===== config.mk =====
export PLATFORM = sky130hd
export DESIGN_NAME = gact_merge
export DESIGN_NICKNAME = d
export VERILOG_FILES = /design/src/rtl/gact_pkg.sv /design/src/rtl/gact_merge.sv
export SDC_FILE = /design/constraint.sdc
export NUM_CORES = 1
export LEC_CHECK = 0
export BUFFER_PORTS_ARGS = -buffer_cell sky130_fd_sc_hd__buf_2
export CAP_MARGIN = 20
export CORE_MARGIN = 2
export CORE_UTILIZATION = 39
export CTS_CLUSTER_DIAMETER = 40
export CTS_CLUSTER_SIZE = 20
export DETAILED_ROUTE_END_ITERATION = 12
export HOLD_SLACK_MARGIN = 0.05
export PLACE_DENSITY = 0.78
export RECOVER_POWER = 25
export SETUP_SLACK_MARGIN = 0.5
export SLEW_MARGIN = 20
export SYNTH_ARGS = -nofsm -noshare
export SYNTH_HDL_FRONTEND = slang
export SYNTH_SLANG_ARGS = --single-unit

===== constraint.sdc =====
create_clock -name clk -period 0.8 [get_ports clk]
set_input_delay 0.04 -clock clk [delete_from_list [all_inputs] [get_ports clk]]
set_output_delay 0.04 -clock clk [all_outputs]
set_load 0.01 [all_outputs]

===== src/rtl/gact_pkg.sv =====
`timescale 1ns / 1ps
// shared constants, types and helpers for the gyro air cursor tracker
// no dependencies; imported by every module of the block

package gact_pkg;

  localparam int SAMPLE_BITS = 16;
  localparam int SENS_W      = 16;
  localparam int LIMIT_W     = 8;
  localparam int CNT_W       = 8;
  localparam int CURSOR_W    = 16;
  localparam int POS_FRAC    = 8;
  localparam int POS_W       = CURSOR_W + POS_FRAC;
  localparam int PROD_W      = SAMPLE_BITS + SENS_W + 1;
  localparam int DIFF_W      = PROD_W + 1;
  localparam int CODE_W      = 2;

  localparam int IN_DATA_BITS  = 2 * SAMPLE_BITS + 2 * CURSOR_W;
  localparam int IN_TDATA_W    = ((IN_DATA_BITS + 7) / 8) * 8;
  localparam int OUT_DATA_BITS = 2 * CURSOR_W + 2 * CODE_W;
  localparam int OUT_TDATA_W   = ((OUT_DATA_BITS + 7) / 8) * 8;
  localparam int OUT_PAD_W     = OUT_TDATA_W - OUT_DATA_BITS;

  localparam int CFG_ADDR_W = 1;
  localparam int CFG_DATA_W = SENS_W;

  localparam logic [SENS_W-1:0]  SENS_RESET  = SENS_W'(256);
  localparam logic [LIMIT_W-1:0] LIMIT_RESET = LIMIT_W'(3);

  localparam logic signed [DIFF_W-1:0] POS_MAX_EXT = DIFF_W'((2 ** (POS_W - 1)) - 1);
  localparam logic signed [DIFF_W-1:0] POS_MIN_EXT = ~POS_MAX_EXT;

  localparam logic [CODE_W-1:0] CODE_IDLE = 2'd0;
  localparam logic [CODE_W-1:0] CODE_NEG  = 2'd1;
  localparam logic [CODE_W-1:0] CODE_POS  = 2'd2;

  typedef enum logic [CFG_ADDR_W-1:0] {
    REG_SENSITIVITY    = 1'b0,
    REG_REVERSAL_LIMIT = 1'b1
  } cfg_reg_t;

  typedef enum logic [2:0] {
    MOT_IDLE = 3'b001,
    MOT_NEG  = 3'b010,
    MOT_POS  = 3'b100
  } motion_t;

  typedef struct packed {
    logic take;
    logic adv;
  } lane_ctl_t;

  typedef struct packed {
    logic signed [CURSOR_W-1:0] cursor;
    logic [CODE_W-1:0]          motion;
  } lane_res_t;

  function automatic logic [CODE_W-1:0] motion_code(input motion_t m);
    logic [CODE_W-1:0] code;
    case (m)
      MOT_NEG: code = CODE_NEG;
      MOT_POS: code = CODE_POS;
      default: code = CODE_IDLE;
    endcase
    return code;
  endfunction

endpackage


===== src/rtl/gact_merge.sv =====
`timescale 1ns / 1ps
// merges both lane results into the registered result channel
// depends on gact_pkg

module gact_merge (
  input  logic                               clk,
  input  logic                               rst_n,
  input  logic                               adv,
  input  gact_pkg::lane_res_t                horiz,
  input  gact_pkg::lane_res_t                vert,
  input  logic                               out_tready,
  output logic                               out_tvalid,
  output logic [gact_pkg::OUT_TDATA_W-1:0]   out_tdata
);
  import gact_pkg::*;

  logic                   valid_r, valid_nxt;
  logic [OUT_TDATA_W-1:0] data_r;

  always_comb begin
    valid_nxt = valid_r;
    if (adv) begin
      valid_nxt = 1'b1;
    end else if (out_tready) begin
      valid_nxt = 1'b0;
    end
  end

  always_ff @(posedge clk) begin
    if (!rst_n) begin
      valid_r <= 1'b0;
    end else begin
      valid_r <= valid_nxt;
    end
  end

  always_ff @(posedge clk) begin
    if (adv) begin
      data_r <= {{OUT_PAD_W{1'b0}}, vert.motion, horiz.motion, vert.cursor, horiz.cursor};
    end
  end

  assign out_tvalid = valid_r;
  assign out_tdata  = data_r;

endmodule


# Word level (Yosys, flattened, before mapping)
# Index checks and enable logic that the tools add are counted.
[word_totals]
register_bits = 37
latch_bits = 0
mem_bits_rw = 0
rom_bits = 0
in_bits = 40
output_inout_bits = 41
word_cells = 5
mem_count = 0
[classes]
n_addsub = 0
multipliers = 0
div_mod_pow = 0
order_cmp = 0
n_eq_ne = 0
shift = 0
muxes = 2
n_bitwise = 0
reduce_logical = 1
[op_table]
columns = ["operator", "n"]
rows = [
  ["1-bit two-way mux", 2],
  ["2-bit nonzero test", 1],
]

# Depth between registers and ports, before layout
[depth]
ltp_word = 2
depth_mapped = 2
mapped_depth_nobuf = 2

# Worst setup path after synthesis
# No wires, ideal clock.
[synth_timing]
kind = "register to register"
from = "register, netlist name out_tvalid"
to = "register valid_r (netlist: out_tvalid)"
setup_time_ns = 0.115
t_arrival_ns = 0.585
t_required_ns = 0.685
path_slack_ns = 0.100
stages_incl_launch_ff = 3
path_buffers = 0
synth_period_minus_slack_ns = 0.700
path_cell_list = "dfxtp_1 nor2b_4 o21a_1"
[synth_lines]
columns = ["item", "line", "text"]
rows = [
  ["end signal: assignment", "gact_merge.sv:33", "valid_r <= valid_nxt;"],
  ["end: declaration", "gact_merge.sv:17", "logic valid_r, valid_nxt;"],
]

# Final worst setup path
[layout_timing]
from = "register data_r[19] (netlist: out_tdata[19])"
to = "output port out_tdata[19] (netlist name)"
[layout_lines]
columns = ["item", "line", "text"]
rows = [
  ["start: declaration", "gact_merge.sv:18", "logic [OUT_TDATA_W-1:0] data_r;"],
  ["start signal: assignment", "gact_merge.sv:39", "data_r <= {{OUT_PAD_W{1'b0}}, vert.motion, horiz.motion, vert.cursor, horiz.cursor};"],
  ["end: declaration", "gact_merge.sv:13", "output logic [gact_pkg::OUT_TDATA_W-1:0] out_tdata"],
]
# No word-level cell between the ends.

==> impl_metrics.json <==
{
  "dpl.cell_count": 152,
  "internal_power_w": 0.00282,
  "hp-class": "primary input to register",
  "p_switching_w": 0.000790,
  "die-height_um": 58.4,
  "final_area_um2": 1660,
  "track_usage_pct": 13.4,
  "synth_top_cell_area_share_pct": 93.5,
  "gp_congestion": 0.658,
  "crit_slowest_cell": "edfxtp_1",
  "p_sw_share_pct": 21.9,
  "ys_async_sr_fraction_pct": 0,
  "powerDensity_nw_per_um2": 2170,
  "setup_viol": 37,
  "grt_pass1_wl_mm": 3.06,
  "drt_iter0_markers": 14,
  "syn_avg_cell_area_um2": 26.3,
  "drc": 0,
  "seq_power_share_pct": 64.4,
  "hold_violations": 37,
  "violations": "hold timing, setup timing",
  "crit_required_ns": 0.76,
  "core-area_um2": 2780,
  "dpl_cell_area_um2": 1600,
  "post_cts_buffers": 0,
  "cp_max_fo": 1,
  "critPathTopFamily": "flip-flops",
  "drive_above_1_share_pct": 67.4,
  "ys_warn_count": 0,
  "dr.pass1.iters": 4,
  "comb_power_share_pct": 11.0,
  "chipWidth_um": 58.4,
  "antenna_found_initial": 0,
  "clockPowerShare_pct": 24.6,
  "start_kind": "register",
  "synth_seq_area_share_pct": 95.2,
  "nFillCells": 214,
  "instances_no_fill": 160,
  "cts_tree": "done",
  "synth_commonest_cells": "edfxtp_1 (36), buf_4 (4)",
  "rsz0062_at_grt": "yes",
  "grt_overflow_total": 0,
  "vias": 716,
  "drtAntennaViolNets": 0,
  "crit_path_end_kind": "output port",
  "die_area_um2": 3420,
  "synth_area_leaders": "edfxtp_1 (94%), buf_4 (2.6%), dfxtp_1 (1.7%)",
  "pre_cts_slack_ns": 0.0868,
  "start_util_pct": 41.6,
  "syn_area_um2": 1160,
  "drt-total-wl_mm": 2.05,
  "synthCells": 44,
  "numCtsBuffers": 5,
  "clock_tree.buffer_depth": 2,
  "clkTransAtPathRegs_ns": 0.10,
  "critical_path_class": "register to output port",
  "row_count": 19,
  "path_buf_inv": 1,
  "grt_pass1_vias": 678,
  "insertion_delay_ns": 0.33,
  "io_pins": 81,
  "root_buffer": "clkbuf_4",
  "ir_drop_mv": 1.81,
  "skew_ns": 0,
  "setup_slack_ns": -0.122,
  "cap_violations": 0,
  "yosysUniqueCellTypes": 6,
  "area_delta_synth_final_pct": 43.7,
  "status": "complete, but fails checks",
  "grt_max_degree": 21,
  "wl_per_cell_um": 12.8,
  "routed_via_density": 4.48,
  "leakage_nw": 0.735,
  "crit_arrival_ns": 0.88,
  "synth_edf_count": 36,
  "ys_ff_latch": 37,
  "min_period_over_period_pct": 115,
  "synth_area_leader_cell": "edfxtp_1",
  "fmaxAchievable_mhz": 1080,
  "min_period_ns": 0.922,
  "path_cells": "buf_2",
  "post-route-util_pct": 59.7,
  "cts_sinks": 37,
  "yosysMostFrequentCell": "edfxtp_1",
  "io_buffer_count": 76,
  "fin_hold_ws_ns": -0.124,
  "maxSlewViolCount": 0,
  "slowest_delay_ns": 0.40,
  "htreeDepth": 2,
  "final_nets": 168,
  "synth_flop_cell": "edfxtp_1",
  "antenna_cells": 0
}
==> power by group through the flow <==
| stage | Combinational (W) | Sequential [W] | Clock (W) |
|---|---|---|---|
| 6_report | 0.000398 | 0.00233 | 0.000887 |
| 5_1_grt | 0.000432 | 0.00234 | 0.00102 |
| 3_5_place_dp | 0.000396 | 0.00237 | 0 |
| 3_3_place_gp | 0.000387 | 0.00236 | 0 |
| 4_1_cts | 0.000400 | 0.00233 | 0.000950 |
| 2_1_floorplan | 0.0000296 | 0.00246 | 0 |
==> state kept, by name (all words and copies together) (netlist names) <==
register    flops
out_tdata      36
out_tvalid      1
==> final cells by class <==
type                       count  area, um^2  share of cell area, %
tap                           31        38.8                   2.33
timing repair buffer          78         433                   26.1
sequential                    37        1100                   66.3
clock buffer                   6        41.3                   2.48
multi-input combinational      6        36.3                   2.18
clock inverter                 2        10.0                  0.602
==> through the flow <==
step                power, W  TNS, ns
CTS                  0.00368    -3.98
global route         0.00379    -5.28
finish               0.00361    -2.93
global placement     0.00275        0
detailed placement   0.00277        0
floorplan            0.00249        0
==> final timing paths <==
| check | startpoint | endpoint | slack [ns] | cells past startpoint |
|---|---|---|---|---|
| max | out_tdata[19] | out_tdata[19] | -0.12 | 1 |
| min | horiz[4] | out_tdata[2] | -0.12 | 1 |
| max reg2reg | out_tvalid | out_tvalid | 0.07 | 2 |
| min reg2reg | out_tvalid | out_tvalid | 0.63 | 2 |
==> metal layers <==
layer  GRT usage, %  part of all wire [%]  vias up  routed length [um]
met1           12.9                    30      317                 614
met3           12.3                    21        4                 428
met4           6.98                   1.3        0                  26
met5              0                     0        -                   0
li1               -                     -      331                   -
met2           19.3                    48       64                 978
==> placed cells by master, fill, tap and decap left out, drive strengths merged <==
cell and count:
buf 78, edfxtp 36, clkbuf 6, conb 4, clkinv 2, nor2b 1, o21a 1, dfxtp 1
==> what timing repair did <==
action | in CTS | in global routing
endpoints found under the setup margin | 38 | 38
resized for setup | 1 | 1
cloned | 0 | 0
endpoints found under the hold margin | 37 | 37
==> cells by family after synthesis <==
family          Yosys count  share of synthesized area, %
flops                    37                          95.2
buf+inv                   4                          2.60
compound gates            1                         0.650
simple gates              1                          1.19
other cells               1                         0.324
Note: power is estimated with default switching activity, not from simulation.
