**src/rtl/gact_pkg.sv**
```systemverilog
`timescale 1ns / 1ps
// shared constants, types and helpers for the gyro air cursor tracker
// no dependencies; imported by every module of the block

package gact_pkg;

  localparam int SAMPLE_BITS = 16;
  localparam int SENS_W      = 16;
  localparam int LIMIT_W     = 8;
  localparam int CNT_W       = 8;
  localparam int CURSOR_W    = 16;
  localparam int POS_FRAC    = 8;
  localparam int POS_W       = CURSOR_W + POS_FRAC;
  localparam int PROD_W      = SAMPLE_BITS + SENS_W + 1;
  localparam int DIFF_W      = PROD_W + 1;
  localparam int CODE_W      = 2;

  localparam int IN_DATA_BITS  = 2 * SAMPLE_BITS + 2 * CURSOR_W;
  localparam int IN_TDATA_W    = ((IN_DATA_BITS + 7) / 8) * 8;
  localparam int OUT_DATA_BITS = 2 * CURSOR_W + 2 * CODE_W;
  localparam int OUT_TDATA_W   = ((OUT_DATA_BITS + 7) / 8) * 8;
  localparam int OUT_PAD_W     = OUT_TDATA_W - OUT_DATA_BITS;

  localparam int CFG_ADDR_W = 1;
  localparam int CFG_DATA_W = SENS_W;

  localparam logic [SENS_W-1:0]  SENS_RESET  = SENS_W'(256);
  localparam logic [LIMIT_W-1:0] LIMIT_RESET = LIMIT_W'(3);

  localparam logic signed [DIFF_W-1:0] POS_MAX_EXT = DIFF_W'((2 ** (POS_W - 1)) - 1);
  localparam logic signed [DIFF_W-1:0] POS_MIN_EXT = ~POS_MAX_EXT;

  localparam logic [CODE_W-1:0] CODE_IDLE = 2'd0;
  localparam logic [CODE_W-1:0] CODE_NEG  = 2'd1;
  localparam logic [CODE_W-1:0] CODE_POS  = 2'd2;

  typedef enum logic [CFG_ADDR_W-1:0] {
    REG_SENSITIVITY    = 1'b0,
    REG_REVERSAL_LIMIT = 1'b1
  } cfg_reg_t;

  typedef enum logic [2:0] {
    MOT_IDLE = 3'b001,
    MOT_NEG  = 3'b010,
    MOT_POS  = 3'b100
  } motion_t;

  typedef struct packed {
    logic take;
    logic adv;
  } lane_ctl_t;

  typedef struct packed {
    logic signed [CURSOR_W-1:0] cursor;
    logic [CODE_W-1:0]          motion;
  } lane_res_t;

  function automatic logic [CODE_W-1:0] motion_code(input motion_t m);
    logic [CODE_W-1:0] code;
    case (m)
      MOT_NEG: code = CODE_NEG;
      MOT_POS: code = CODE_POS;
      default: code = CODE_IDLE;
    endcase
    return code;
  endfunction

endpackage

```
**src/rtl/gact_lane.sv**
```systemverilog
`timescale 1ns / 1ps
// one axis tracker lane: motion state, reversal counter, gain multiply and position
// depends on gact_pkg

module gact_lane (
  input  logic                                    clk,
  input  logic                                    rst_n,
  input  gact_pkg::lane_ctl_t                     ctl,
  input  logic                                    load_cmd,
  input  logic signed [gact_pkg::SAMPLE_BITS-1:0] sample,
  input  logic signed [gact_pkg::CURSOR_W-1:0]    load_pos,
  input  logic [gact_pkg::SENS_W-1:0]             sens,
  input  logic [gact_pkg::LIMIT_W-1:0]            rev_limit,
  output gact_pkg::lane_res_t                     res
);
  import gact_pkg::*;

  motion_t                   mot_r, mot_nxt;
  logic [CNT_W-1:0]          cnt_r, cnt_nxt;
  logic signed [SAMPLE_BITS-1:0] prev_r;
  logic signed [POS_W-1:0]   pos_r, pos_nxt;

  // stage one registers
  logic                      act_r;
  logic                      load_r;
  logic signed [PROD_W-1:0]  prod_r, prod_nxt;
  logic signed [CURSOR_W-1:0] load_val_r;
  motion_t                   mot_out_r;

  motion_t                   mot_a, mot_b;
  logic [CNT_W-1:0]          cnt_inc;
  logic                      s_neg, s_pos;
  logic signed [DIFF_W-1:0]  diff;

  assign s_neg   = sample[SAMPLE_BITS-1];
  assign s_pos   = (sample != '0) && !sample[SAMPLE_BITS-1];
  assign cnt_inc = (cnt_r == {CNT_W{1'b1}}) ? cnt_r : cnt_r + CNT_W'(1);

  always_comb begin
    mot_a   = (sample == '0) ? MOT_IDLE : mot_r;
    mot_b   = mot_a;
    cnt_nxt = cnt_r;
    case (mot_a)
      MOT_NEG: begin
        cnt_nxt = (sample > prev_r) ? cnt_inc : '0;
      end
      MOT_POS: begin
        cnt_nxt = (sample < prev_r) ? cnt_inc : '0;
      end
      default: begin
        cnt_nxt = '0;
        if (s_neg && sample <= prev_r) begin
          mot_b = MOT_NEG;
        end else if (s_pos && sample >= prev_r) begin
          mot_b = MOT_POS;
        end else begin
          mot_b = MOT_IDLE;
        end
      end
    endcase
    mot_nxt = (cnt_nxt > rev_limit) ? MOT_IDLE : mot_b;
  end

  assign prod_nxt = PROD_W'(sample) * PROD_W'($signed({1'b0, sens}));

  // position load, or update with saturation
  assign diff = {{(DIFF_W - POS_W){pos_r[POS_W-1]}}, pos_r} - {prod_r[PROD_W-1], prod_r};

  always_comb begin
    pos_nxt = pos_r;
    if (load_r) begin
      pos_nxt = {load_val_r, {POS_FRAC{1'b0}}};
    end else if (act_r) begin
      if (diff > POS_MAX_EXT) begin
        pos_nxt = POS_MAX_EXT[POS_W-1:0];
      end else if (diff < POS_MIN_EXT) begin
        pos_nxt = POS_MIN_EXT[POS_W-1:0];
      end else begin
        pos_nxt = diff[POS_W-1:0];
      end
    end
  end

  always_ff @(posedge clk) begin
    if (!rst_n) begin
      mot_r  <= MOT_IDLE;
      cnt_r  <= '0;
      prev_r <= '0;
      pos_r  <= '0;
      act_r  <= 1'b0;
      load_r <= 1'b0;
    end else begin
      if (ctl.take) begin
        if (load_cmd) begin
          load_r <= 1'b1;
          act_r  <= 1'b0;
        end else begin
          mot_r  <= mot_nxt;
          cnt_r  <= cnt_nxt;
          prev_r <= sample;
          load_r <= 1'b0;
          act_r  <= (mot_nxt != MOT_IDLE);
        end
      end
      if (ctl.adv) begin
        pos_r <= pos_nxt;
      end
    end
  end

  always_ff @(posedge clk) begin
    if (ctl.take) begin
      prod_r     <= prod_nxt;
      load_val_r <= load_pos;
      mot_out_r  <= load_cmd ? mot_r : mot_nxt;
    end
  end

  assign res.cursor = pos_nxt[POS_W-1:POS_FRAC];
  assign res.motion = motion_code(mot_out_r);

endmodule

```
**config.mk**
```make
export PLATFORM = sky130hd
export DESIGN_NAME = gact_lane
export DESIGN_NICKNAME = d
export VERILOG_FILES = /design/src/rtl/gact_pkg.sv /design/src/rtl/gact_lane.sv
export SDC_FILE = /design/constraint.sdc
export NUM_CORES = 1
export LEC_CHECK = 0
export ABC_AREA = 1
export BUFFER_PORTS_ARGS = -buffer_cell sky130_fd_sc_hd__buf_2
export CORE_UTILIZATION = 59
export CTS_BUF_LIST = sky130_fd_sc_hd__clkbuf_4
export DETAILED_ROUTE_END_ITERATION = 6
export PLACE_DENSITY = 0.8
export SYNTH_ARGS = -nofsm -noshare
export SYNTH_HDL_FRONTEND = slang
export SYNTH_SLANG_ARGS = --single-unit
```
**constraint.sdc**
```tcl
create_clock -name clk -period 6.2 [get_ports clk]
set_input_delay 0.62 -clock clk [delete_from_list [all_inputs] [get_ports clk]]
set_output_delay 0.62 -clock clk [all_outputs]
set_load 0.01 [all_outputs]
```
-- Word-level counts from Yosys, hierarchy flattened
Index checks and enable logic that the tools add are counted.
- input port bits: 61
- bits in writable memories: 0
- memories kept: 0
- output and inout port bits: 18
- flip-flop bits (word level): 105
- latch bits: 0
- bits in read-only memories: 0
- shifts and indexed selects: 0
- add/subtract/negate cells: 2
- equality and inequality tests: 6
- reductions and logical operators: 10
- order comparisons: 7
- bitwise logic cells: 1
- multiply operators: 1
- divide/modulo/power cells: 0
- multiplexer cells: 17
- operators with widths (kind ; count):
    two-way mux 24 bit ; 4
    > comparator 34 x 24 -> 1 bit (second input constant) ; 1
    less-than comparator 34 x 24 -> 1 bit (second input constant) ; 1
    subtractor 24 x 33 -> 34 bit ; 1
    multiplier 16 x 17 -> 33 bit ; 1
    two-way mux 8 bit ; 3
    two-way mux 3 bit ; 6
    greater-or-equal comparator 16 bit ; 1
    > comparator 16 bit ; 1
    less-or-equal comparator 16 bit ; 1
    zero test 16 bit ; 1
    less-than comparator 16 bit ; 1
    case mux 8 bit (2 select lines) ; 1
    nonzero test 16 bit ; 1
    adder 8 x 1 -> 8 bit (second input constant) ; 1
    == test 8 bit (second input constant) ; 1
    > comparator 8 bit ; 1
    == test 3 x 2 -> 1 bit (second input constant) ; 2
    == test 3 bit (second input constant) ; 2
    case mux 2 bit (2 select lines) ; 1
    AND reduction 2 bit ; 2
    logical AND 1 bit ; 3
    inequality test 3 x 1 -> 1 bit (second input constant) ; 1
    two-way mux 1 bit ; 2
    other kinds (4) ; 4

-- Longest topological paths before layout
Gate-level depths: netlist of run 1.
- word-level depth: 9
- gate-level depth with buffers: 26
- depth with buffers taken out: 25

-- Worst setup path after synthesis of run 1
No wires, ideal clock.
- path kind: input -> register
- start point: in sample[3] in the netlist's numbering
- end point: reg prod_r[27] (data pin)
- library setup time: 0.252 ns
- required time: 5.948 ns
- arrival time: 5.857 ns
- slack: 0.090 ns
- cell stages on the path: 21
- buffers on the path: 2
- path through: clkbuf_1 > clkbuf_1 > nand2_1 > fa_1 > fa_1 > fa_1 > inv_1 > fa_1 > fa_1 > inv_1 > fa_1 > inv_1 > ha_1 > a21oi_1 > a21boi_1 > o21ai_1 > a21boi_1 > o21ai_0 > a21oi_1 > nand2b_1 > nand2_1
- longest elaborated chain between the ends: 1
- ends and longest elaborated chain (what ; line ; RTL):
    start, declared ; gact_lane.sv:10 ; input logic signed [gact_pkg::SAMPLE_BITS-1:0] sample,
    multiplier 16 x 17 -> 33 bit ; gact_lane.sv:64 ; assign prod_nxt = PROD_W'(sample) * PROD_W'($signed({1'b0, sens}));
    named net prod_nxt[27] ; gact_lane.sv:26 ; logic signed [PROD_W-1:0] prod_r, prod_nxt;
    end signal, assigned ; gact_lane.sv:113 ; prod_r <= prod_nxt;
    end, declared ; gact_lane.sv:26 ;
The timed path passes the listed nets, and every way through them passes these cells.
A chain may end at the register's enable or synchronous reset.

-- Final worst setup path of run 1
- start point: in sens[6] in the netlist's numbering
- end point: reg prod_r[18] (data pin)
- longest elaborated chain between the ends: 1
- ends and longest elaborated chain (what ; line ; RTL):
    start, declared ; gact_lane.sv:12 ; input logic [gact_pkg::SENS_W-1:0] sens,
    multiplier 16 x 17 -> 33 bit ; gact_lane.sv:64 ;
    named net prod_nxt[18] ; gact_lane.sv:26 ;
The timed path passes the listed nets, and every way through them passes these cells.

==> results of run 1 <==
-- critical path, stage by stage --
cell	delay, ns
buf_2	0.27
buf_4	0.20
nand2_1	0.08
fa_1	0.53
fa_1	0.46
fa_1	0.43
fa_1	0.54
inv_1	0.05
fa_1	0.47
inv_1	0.06
fa_1	0.52
inv_1	0.04
ha_1	0.34
a21oi_1	0.15
a21boi_1	0.36
inv_1	0.13
a21oi_1	0.35
o21ai_0	0.16
xor2_1	0.17
-- through the flow --
step | total power (W) | std cells
final | 0.00916 | 2743
after global routing | 0.0103 | 2743
after CTS | 0.00916 | 2741
after detailed placement | 0.00873 | 2725
after global placement | 0.00864 | 2725
after floorplan | 0.00671 | 2318
-- logic make-up (layout without fill, tap and decap cells) --
kind of cell,Yosys count,in the layout,synth area share
simple gates,914,914,0.223
buf+inv,691,736,0.161
fa+ha+maj,375,375,0.368
mux,1,1,0.000599
flops,105,105,0.157
compound gates,178,178,0.0610
other cells,0,2,0
xor+xnor,54,54,0.0283
-- state kept, by name, indices dropped and copies added, names as in the netlist, 3 cells and up --
signal and flops:
prod_r 33, pos_r 24, load_val_r 16, prev_r 16, cnt_r 8, mot_out_r 3, mot_r 3
-- synth_stat cells, types with 18 or more instances --
library cell / number / area [um^2]
edfxtp_1: 52 / 1560
nor2_1: 120 / 450
xor2_1: 38 / 333
nand2_2: 18 / 113
fa_1: 195 / 3900
a21oi_1: 80 / 400
dfxtp_1: 53 / 1060
inv_1: 598 / 2240
o21ai_0: 40 / 200
clkbuf_1: 67 / 251
nand2_1: 632 / 2370
nand3_1: 85 / 425
ha_1: 180 / 2250
-- per-layer routing --
metal	routed length, um	vias to the layer above
li1	-	6979
met1	17300	6684
met2	19700	497
met3	2350	128
met4	2070	0
met5	0	-
-- report_power, final --
group	total, W	internal, W	switching, W	leakage (nW)
logic	0.00755	0.00298	0.00457	9.34
registers	0.00123	0.00117	0.0000535	0.942
clock network	0.000380	0.000132	0.000248	0.0839
total	0.00916	0.00429	0.00487	10.4
-- path summary, 6_finish.rpt --
| check | slack [ns] | endpoint | from | depth (start not counted) |
|---|---|---|---|---|
| worst max register to register | 2.29 | mot_out_r[1] | prev_r[9] | 21 |
| worst min-delay path | 0.29 | load_val_r[1] | load_pos[1] | 1 |
| worst max-delay path | 0.46 | prod_r[18] | sens[6] | 19 |
| worst min register to register | 0.49 | pos_r[7] | pos_r[7] | 2 |
-- cell type report --
type | count | area, um^2
multi-input combinational | 1522 | 11400
inverter | 599 | 2250
fill | 2475 | 10200
sequential | 105 | 2620
clock buffer | 9 | 67.6
timing repair buffer | 121 | 738
clock inverter | 7 | 85.1
antenna | 2 | 5.00
tap | 378 | 473
==> results.py, run 1 <==
metrics = {
    "run_status": {
        "outcome": "complete, no violations",
    },
    "critical_path": {
        "critPathKind": "primary input to register",
        "end_kind": "register",
        "arrival_ns": 5.96,
        "cp.required_ns": 6.42,
        "worst_setup_path_start_kind": "primary input",
        "path_max_fanout": 13,
    },
    "synth": {
        "yosysUniqueCellTypes": 46,
        "yosysSeqAreaShare": 0.157,
        "avgSynthCellArea_um2": 7.21,
        "ys.flop_type": "dfxtp_1",
        "async_flop_share": 0,
        "synth_edf_count": 52,
        "synth_seq_cells": 105,
        "synth_cells": 2318,
        "synthesis.nets": 2754,
        "synth_warnings": 0,
        "syn-cell-area_um2": 16700,
    },
    "layout": {
        "postLayoutCellArea_um2": 17600,
        "mostFrequentLayoutCell": "nand2_1",
        "final_cell_mix": "nand2_1 (632), inv_1 (598), fa_1 (195)",
        "drive_gt1_frac": 0.0741,
        "final_core_util": 0.633,
        "area_growth_pct": 5.51,
        "final_nets": 2794,
    },
    "floorplan": {
        "start_util": 0.600,
        "row_count": 61,
        "core_region_area_um2": 27900,
        "die_area_um2": 29000,
        "pin_count": 79,
        "die_h_um": 170,
        "die_w_um": 170,
    },
    "placement": {
        "post-place-ws_ns": -0.0443,
        "place_congestion": 1.01,
        "postPlaceCellArea_um2": 17500,
        "io_buffers": 78,
        "hpwlAfterDp_mm": 35.0,
    },
    "drt": {
        "viasPerCell": 5.21,
        "ant_nets": 0,
        "drt_wl_total_mm": 41.4,
        "drcViolationCount": 0,
        "firstDrtPassIters": 7,
        "dr.first_iter.drc_count": 971,
        "wl_per_cell_um": 15.1,
        "vias": 14300,
    },
    "grt": {
        "antenna_found_initial": 2,
        "grt_use_met3": 0.0340,
        "grtUsageTotal": 0.307,
        "grt_max_degree": 55,
        "grt_pass1_vias": 14900,
        "met1_usage": 0.376,
        "grt_pass1_wl_mm": 70.3,
        "busiest_layer": "met2",
        "gr-total-overflow": 0,
        "globalRouteMet2Util": 0.534,
    },
    "clock_network": {
        "cts_buffer_depth": 2,
        "clock_sinks": 105,
        "tritoncts": "yes",
        "h-tree-depth": 3,
        "cts_buffers": 9,
        "ctsResizeCount": 0,
        "ctsHoldBuffers": 0,
        "cts_setup_buffers": 0,
        "clk_latency_ns": 0.49,
        "path_clk_slew_ns": 0.18,
        "root_buffer": "clkbuf_4",
    },
    "timing": {
        "setup_slack_ns": 0.459,
        "finalSetupViolCount": 0,
        "fmax_ghz": 0.174,
        "hold_viol": 0,
        "rsz0062_at_grt": "false",
        "period_minus_slack_ns": 5.74,
        "fin_worst_skew_ns": 0.0352,
        "slew_violations": 0,
        "tns_ns": 0,
        "hold_slack_ns": 0.285,
        "period_share": 0.926,
        "worstMarginPinSlew_ns": 1.18,
        "slew_headroom": 0.208,
    },
    "power_and_ir_drop": {
        "power_density_nw_per_um2": 519,
        "leakage_nw": 10.4,
        "irDropWorstVdd_mv": 0.704,
    },
    "job": {
        "drv_cap": 0,
    },
    "min_path": {
        "hold_path.class": "primary input to register",
    },
}
Note: power is estimated with default switching activity, not from simulation.
==> run 2, diff against run 1 <==
--- a/config.mk
+++ b/config.mk
@@ -11,6 +11,7 @@
 export CTS_BUF_LIST = sky130_fd_sc_hd__clkbuf_4
 export DETAILED_ROUTE_END_ITERATION = 6
 export PLACE_DENSITY = 0.8
+export RECOVER_POWER = 25
 export SYNTH_ARGS = -nofsm -noshare
 export SYNTH_HDL_FRONTEND = slang
 export SYNTH_SLANG_ARGS = --single-unit
==> run 2 against run 1 <==
Net effect:
- the run now ends with max-capacitance violations, max-slew violations left
- combinational power about the same
- flip-flop and latch count unchanged
- non-clock buffer count unchanged
- wire length about the same
- largest cell class unchanged
- die area unchanged
- setup slack got worse by 0.010 ns
- critical path depth decreased by 1
- clock-buffer cell count unchanged
- cell count unchanged
- clock skew about the same
==> results.py, run 2 (synthesized netlist as in run 1, its figures left out) <==
metrics = {
    "run_status": {
        "outcome": "finished, violations left",
        "violations": "max-capacitance violations, max-slew violations",
    },
    "timing": {
        "rsz0062_at_grt": "false",
        "setup_slack_ns": 0.448,
        "worstMarginPinSlew_ns": 2.92,
        "hold_viol": 0,
        "slew_headroom": -0.946,
        "period_share": 0.928,
        "fin_worst_skew_ns": 0.0352,
        "slew_violations": 55,
        "hold_slack_ns": 0.285,
        "finalSetupViolCount": 0,
        "fmax_ghz": 0.174,
        "period_minus_slack_ns": 5.75,
    },
    "clock_network": {
        "h-tree-depth": 3,
        "cts_setup_buffers": 0,
        "cts_buffer_depth": 2,
        "clk_latency_ns": 0.49,
        "path_clk_slew_ns": 0.18,
        "clock_sinks": 105,
        "ctsHoldBuffers": 0,
        "tritoncts": "yes",
        "ctsResizeCount": 0,
        "root_buffer": "clkbuf_4",
        "cts_buffers": 9,
    },
    "drt": {
        "dr.first_iter.drc_count": 970,
        "drt_wl_total_mm": 41.4,
        "firstDrtPassIters": 7,
        "vias": 14300,
        "wl_per_cell_um": 15.1,
        "viasPerCell": 5.21,
        "drcViolationCount": 0,
        "ant_nets": 0,
    },
    "grt": {
        "grt_pass1_vias": 14900,
        "grt_pass1_wl_mm": 70.3,
        "grt_max_degree": 55,
        "gr-total-overflow": 0,
        "antenna_found_initial": 2,
        "grtUsageTotal": 0.307,
    },
    "layout": {
        "area_growth_pct": 5.45,
        "largest_register_ffs": 33,
        "drive_gt1_frac": 0.0715,
        "final_core_util": 0.633,
        "postLayoutCellArea_um2": 17600,
        "fillerInstances": 2480,
        "regMostFlops": "prod_r",
        "reg.largest.list": "prod_r x33, pos_r x24",
        "final_nets": 2794,
        "final_cells": 2743,
        "final_cell_mix": "nand2_1 (632), inv_1 (598), fa_1 (195)",
        "mostFrequentLayoutCell": "nand2_1",
    },
    "critical_path": {
        "worst_setup_path_start_kind": "primary input",
        "worstPathCellList": "buf_2 -> nand2_1 -> fa_1 -> inv_1 -> fa_1 -> fa_1 -> fa_1 -> fa_1 -> inv_1 -> fa_1 -> inv_1 -> ha_1 -> a21oi_1 -> o21ai_0 -> a21oi_1 -> o311ai_0 -> buf_4 -> xor2_1",
        "slowest_stage": "fa_1",
        "path_max_fanout": 16,
        "path_common_cell": "fa_1",
        "critPathBufInv": 5,
        "max_stage_delay_ns": 0.58,
        "crit_family": "adder cells",
        "end_kind": "register",
        "cp.required_ns": 6.46,
        "arrival_ns": 6.01,
        "critPathKind": "primary input to register",
    },
    "floorplan": {
        "start_util": 0.600,
        "core_region_area_um2": 27900,
        "die_h_um": 170,
        "row_count": 61,
        "pin_count": 79,
        "die_w_um": 170,
        "die_area_um2": 29000,
    },
    "placement": {
        "hpwlAfterDp_mm": 35.0,
        "io_buffers": 78,
        "numPlacedInstances": 2725,
        "place_congestion": 1.01,
        "post-place-ws_ns": -0.0443,
        "postPlaceCellArea_um2": 17500,
    },
    "power_and_ir_drop": {
        "leakage_nw": 10.4,
        "irDropWorstVdd_mv": 0.705,
        "power_density_nw_per_um2": 520,
    },
    "job": {
        "drv_cap": 1,
    },
    "min_path": {
        "hold_path.class": "primary input to register",
    },
}
run 2: changes by cell type in the layout (fill, tap and decap cells not counted):
cell      before  now
clkbuf_1       0    6
buf_4         41   40
buf_2         78   73
run 2: layout make-up:
class	instances	area (um^2)	share of cell area
inverters	599	2250	0.128
clock inverters	7	85.1	0.00483
multi-input cells	1522	11400	0.647
repair buffers	121	728	0.0413
flip-flops and latches	105	2620	0.149
well taps	378	473	0.0268
diodes	2	5.00	0.000284
clock buffers	9	67.6	0.00383
run 2: final timing paths:
| path | from | end | slack (ns) | cells past startpoint |
|---|---|---|---|---|
| worst max-delay path | sens[7] | prod_r[32] | 0.45 | 18 |
| worst min register to register | pos_r[7] | pos_r[7] | 0.49 | 2 |
| worst max register to register | prev_r[9] | mot_out_r[1] | 2.27 | 21 |
| worst min-delay path | load_pos[1] | load_val_r[1] | 0.29 | 1 |
run 2: where the power goes:
part	leakage [nW]	switching, W	internal (W)
clock	0.0839	0.000248	0.000132
sequential	0.942	0.0000535	0.00117
combinational	9.33	0.00456	0.00298
total	10.4	0.00487	0.00429
run 2: per-stage QoR:
stage	power (W)	TNS, ns
after floorplan	0.00671	0
after global placement	0.00864	-0.0631
after detailed placement	0.00873	-0.129
after CTS	0.00916	0
after global routing	0.0103	0
final	0.00916	0
run 2: worst register-to-register path, delay by kind of cell (launching register included):
| kind | cells | cell delay [ns] |
|---|---|---|
| fa+ha+maj | 2 | 0.44 |
| buf+inv | 4 | 0.26 |
| simple gates | 9 | 1.10 |
| compound gates | 6 | 1.63 |
| flops | 1 | 0.35 |
run 2: per-layer routing:
layer / track usage / vias up / wire length [um]
li1: - / 6978 / -
met4: 0.160 / 0 / 2060
met1: 0.376 / 6676 / 17200
met3: 0.0340 / 127 / 2380
met5: 0 / - / 0
met2: 0.534 / 510 / 19800
==> run 3, diff against run 2 <==
--- a/config.mk
+++ b/config.mk
@@ -6,7 +6,7 @@
 export NUM_CORES = 1
 export LEC_CHECK = 0
 export ABC_AREA = 1
-export BUFFER_PORTS_ARGS = -buffer_cell sky130_fd_sc_hd__buf_2
+export BUFFER_PORTS_ARGS = -buffer_cell sky130_fd_sc_hd__buf_4
 export CORE_UTILIZATION = 59
 export CTS_BUF_LIST = sky130_fd_sc_hd__clkbuf_4
 export DETAILED_ROUTE_END_ITERATION = 6
==> run 3 against run 2 <==
Net effect:
- sequential share of layout area about the same
- setup slack improved by 0.11 ns
- the run still ends with max-capacitance violations, max-slew violations left
- flip-flop and latch count unchanged
==> results.py, run 3 (synthesized netlist as in run 1, its figures left out) <==
metrics = {
    "power_and_ir_drop": {
        "intPower_w": 0.00420,
        "p_comb_frac": 0.829,
        "irDropWorstVdd_mv": 0.841,
        "power_switching_w": 0.00498,
        "power_density_nw_per_um2": 522,
        "leakage_nw": 10.3,
        "swShare": 0.543,
        "clockPowerShare": 0.037,
        "pwr-share-seq": 0.134,
    },
    "critical_path": {
        "max_stage_delay_ns": 0.55,
        "path_max_fanout": 4,
        "worstPathCellList": "clkbuf_1 -> or2_2 -> fa_1 -> fa_1 -> inv_1 -> fa_1 -> fa_1 -> fa_1 -> inv_1 -> fa_1 -> inv_1 -> ha_1 -> nand2_1 -> nor2_1 -> inv_1 -> o21ai_2 -> a21oi_1 -> o21ai_1 -> a21oi_1 -> xnor2_1",
        "cp.required_ns": 6.50,
        "path_common_cell": "fa_1",
        "arrival_ns": 5.94,
        "end_kind": "register",
        "critPathKind": "primary input to register",
        "slowest_stage": "fa_1",
        "critPathBufInv": 5,
        "crit_family": "adder cells",
        "worst_setup_path_start_kind": "primary input",
    },
    "layout": {
        "regMostFlops": "prod_r",
        "final_cells": 2721,
        "drive_gt1_frac": 0.0632,
        "final_core_util": 0.631,
        "reg.largest.list": "prod_r x33, pos_r x24",
        "final_cell_mix": "nand2_1 (632), inv_1 (598), fa_1 (195)",
        "mostFrequentLayoutCell": "nand2_1",
        "area_growth_pct": 5.26,
        "final_nets": 2773,
        "largest_register_ffs": 33,
    },
    "clock_network": {
        "root_buffer": "clkbuf_4",
        "path_clk_slew_ns": 0.17,
        "clk_latency_ns": 0.56,
        "cts_buffer_depth": 2,
        "ctsHoldBuffers": 0,
        "tritoncts": "yes",
        "h-tree-depth": 3,
        "cts_setup_buffers": 0,
        "cts_buffers": 9,
        "ctsResizeCount": 0,
        "clock_sinks": 105,
    },
    "floorplan": {
        "die_h_um": 170,
        "die_w_um": 170,
        "start_util": 0.600,
        "die_area_um2": 29000,
        "pin_count": 79,
        "core_region_area_um2": 27900,
        "row_count": 61,
    },
    "drt": {
        "dr.first_iter.drc_count": 1035,
        "drcViolationCount": 0,
        "wl_per_cell_um": 15.5,
        "drt_wl_total_mm": 42.2,
        "ant_nets": 0,
        "vias": 14300,
        "firstDrtPassIters": 5,
        "viasPerCell": 5.26,
    },
    "grt": {
        "grt_pass1_vias": 15000,
        "grt_max_degree": 55,
        "grt_pass1_wl_mm": 71.4,
        "antenna_found_initial": 1,
        "gr-total-overflow": 0,
        "grtUsageTotal": 0.313,
    },
    "timing": {
        "slew_headroom": -1.05,
        "hold_viol": 0,
        "fin_worst_skew_ns": 0.0268,
        "worstMarginPinSlew_ns": 3.07,
        "slew_violations": 55,
        "period_share": 0.910,
        "setup_slack_ns": 0.557,
        "fmax_ghz": 0.177,
        "period_minus_slack_ns": 5.64,
        "hold_slack_ns": 0.268,
        "rsz0062_at_grt": "false",
        "tns_ns": 0,
        "finalSetupViolCount": 0,
    },
    "placement": {
        "hpwlAfterDp_mm": 34.5,
        "place_congestion": 0.978,
        "post-place-ws_ns": 0.0411,
        "numPlacedInstances": 2704,
        "io_buffers": 78,
    },
    "min_path": {
        "hold_path.class": "primary input to register",
    },
    "job": {
        "drv_cap": 1,
    },
    "run_status": {
        "outcome": "finished, violations left",
        "violations": "max-capacitance violations, max-slew violations",
    },
}
run 3: path summary, 6_finish.rpt:
path                from             to  slack [ns]  cells past startpoint
min reg2reg     pos_r[0]       pos_r[0]        0.49                      2
max reg2reg    prev_r[9]   mot_out_r[1]        2.21                     21
max              sens[0]     prod_r[26]        0.56                     20
min          load_pos[5]  load_val_r[5]        0.27                      1
run 3: cell type report:
type	count	area, um^2
well taps	378	473
repair buffers	100	732
flip-flops and latches	105	2620
multi-input cells	1522	11400
inverters	599	2250
clock buffers	9	67.6
fillers	2483	10300
diodes	1	2.50
clock inverters	7	51.3
run 3: worst reg2reg max path: cells and delay by family (launching register included):
family / cells / cell delay [ns]
flip-flops: 1 / 0.35
AND/OR/NAND/NOR: 9 / 1.12
AO/OA/AOI/OAI: 6 / 1.64
buffers and inverters: 4 / 0.28
adder cells (fa/ha/maj): 2 / 0.42
run 3: metal layers:
metal  vias up  GRT usage  wire, um
met5         -          0         0
met4         0      0.139      1660
met3       115     0.0356      2340
met2       456      0.555     20600
met1      6814      0.382     17600
li1       6934          -         -
run 3: power groups by stage:
stage	Combinational, W	Clock (W)	Sequential [W]
after floorplan	0.00549	0	0.00122
after global placement	0.00749	0	0.00124
after detailed placement	0.00758	0	0.00124
after CTS	0.00763	0.000354	0.00123
after global routing	0.00863	0.000373	0.00124
final	0.00761	0.000342	0.00123
run 3: metrics by stage:
stage / cell area (um^2) / total power, W
3_3_place_gp: 17500 / 0.00873
4_1_cts: 17600 / 0.00921
5_1_grt: 17600 / 0.0102
3_5_place_dp: 17500 / 0.00883
6_report: 17600 / 0.00918
2_1_floorplan: 16700 / 0.00671
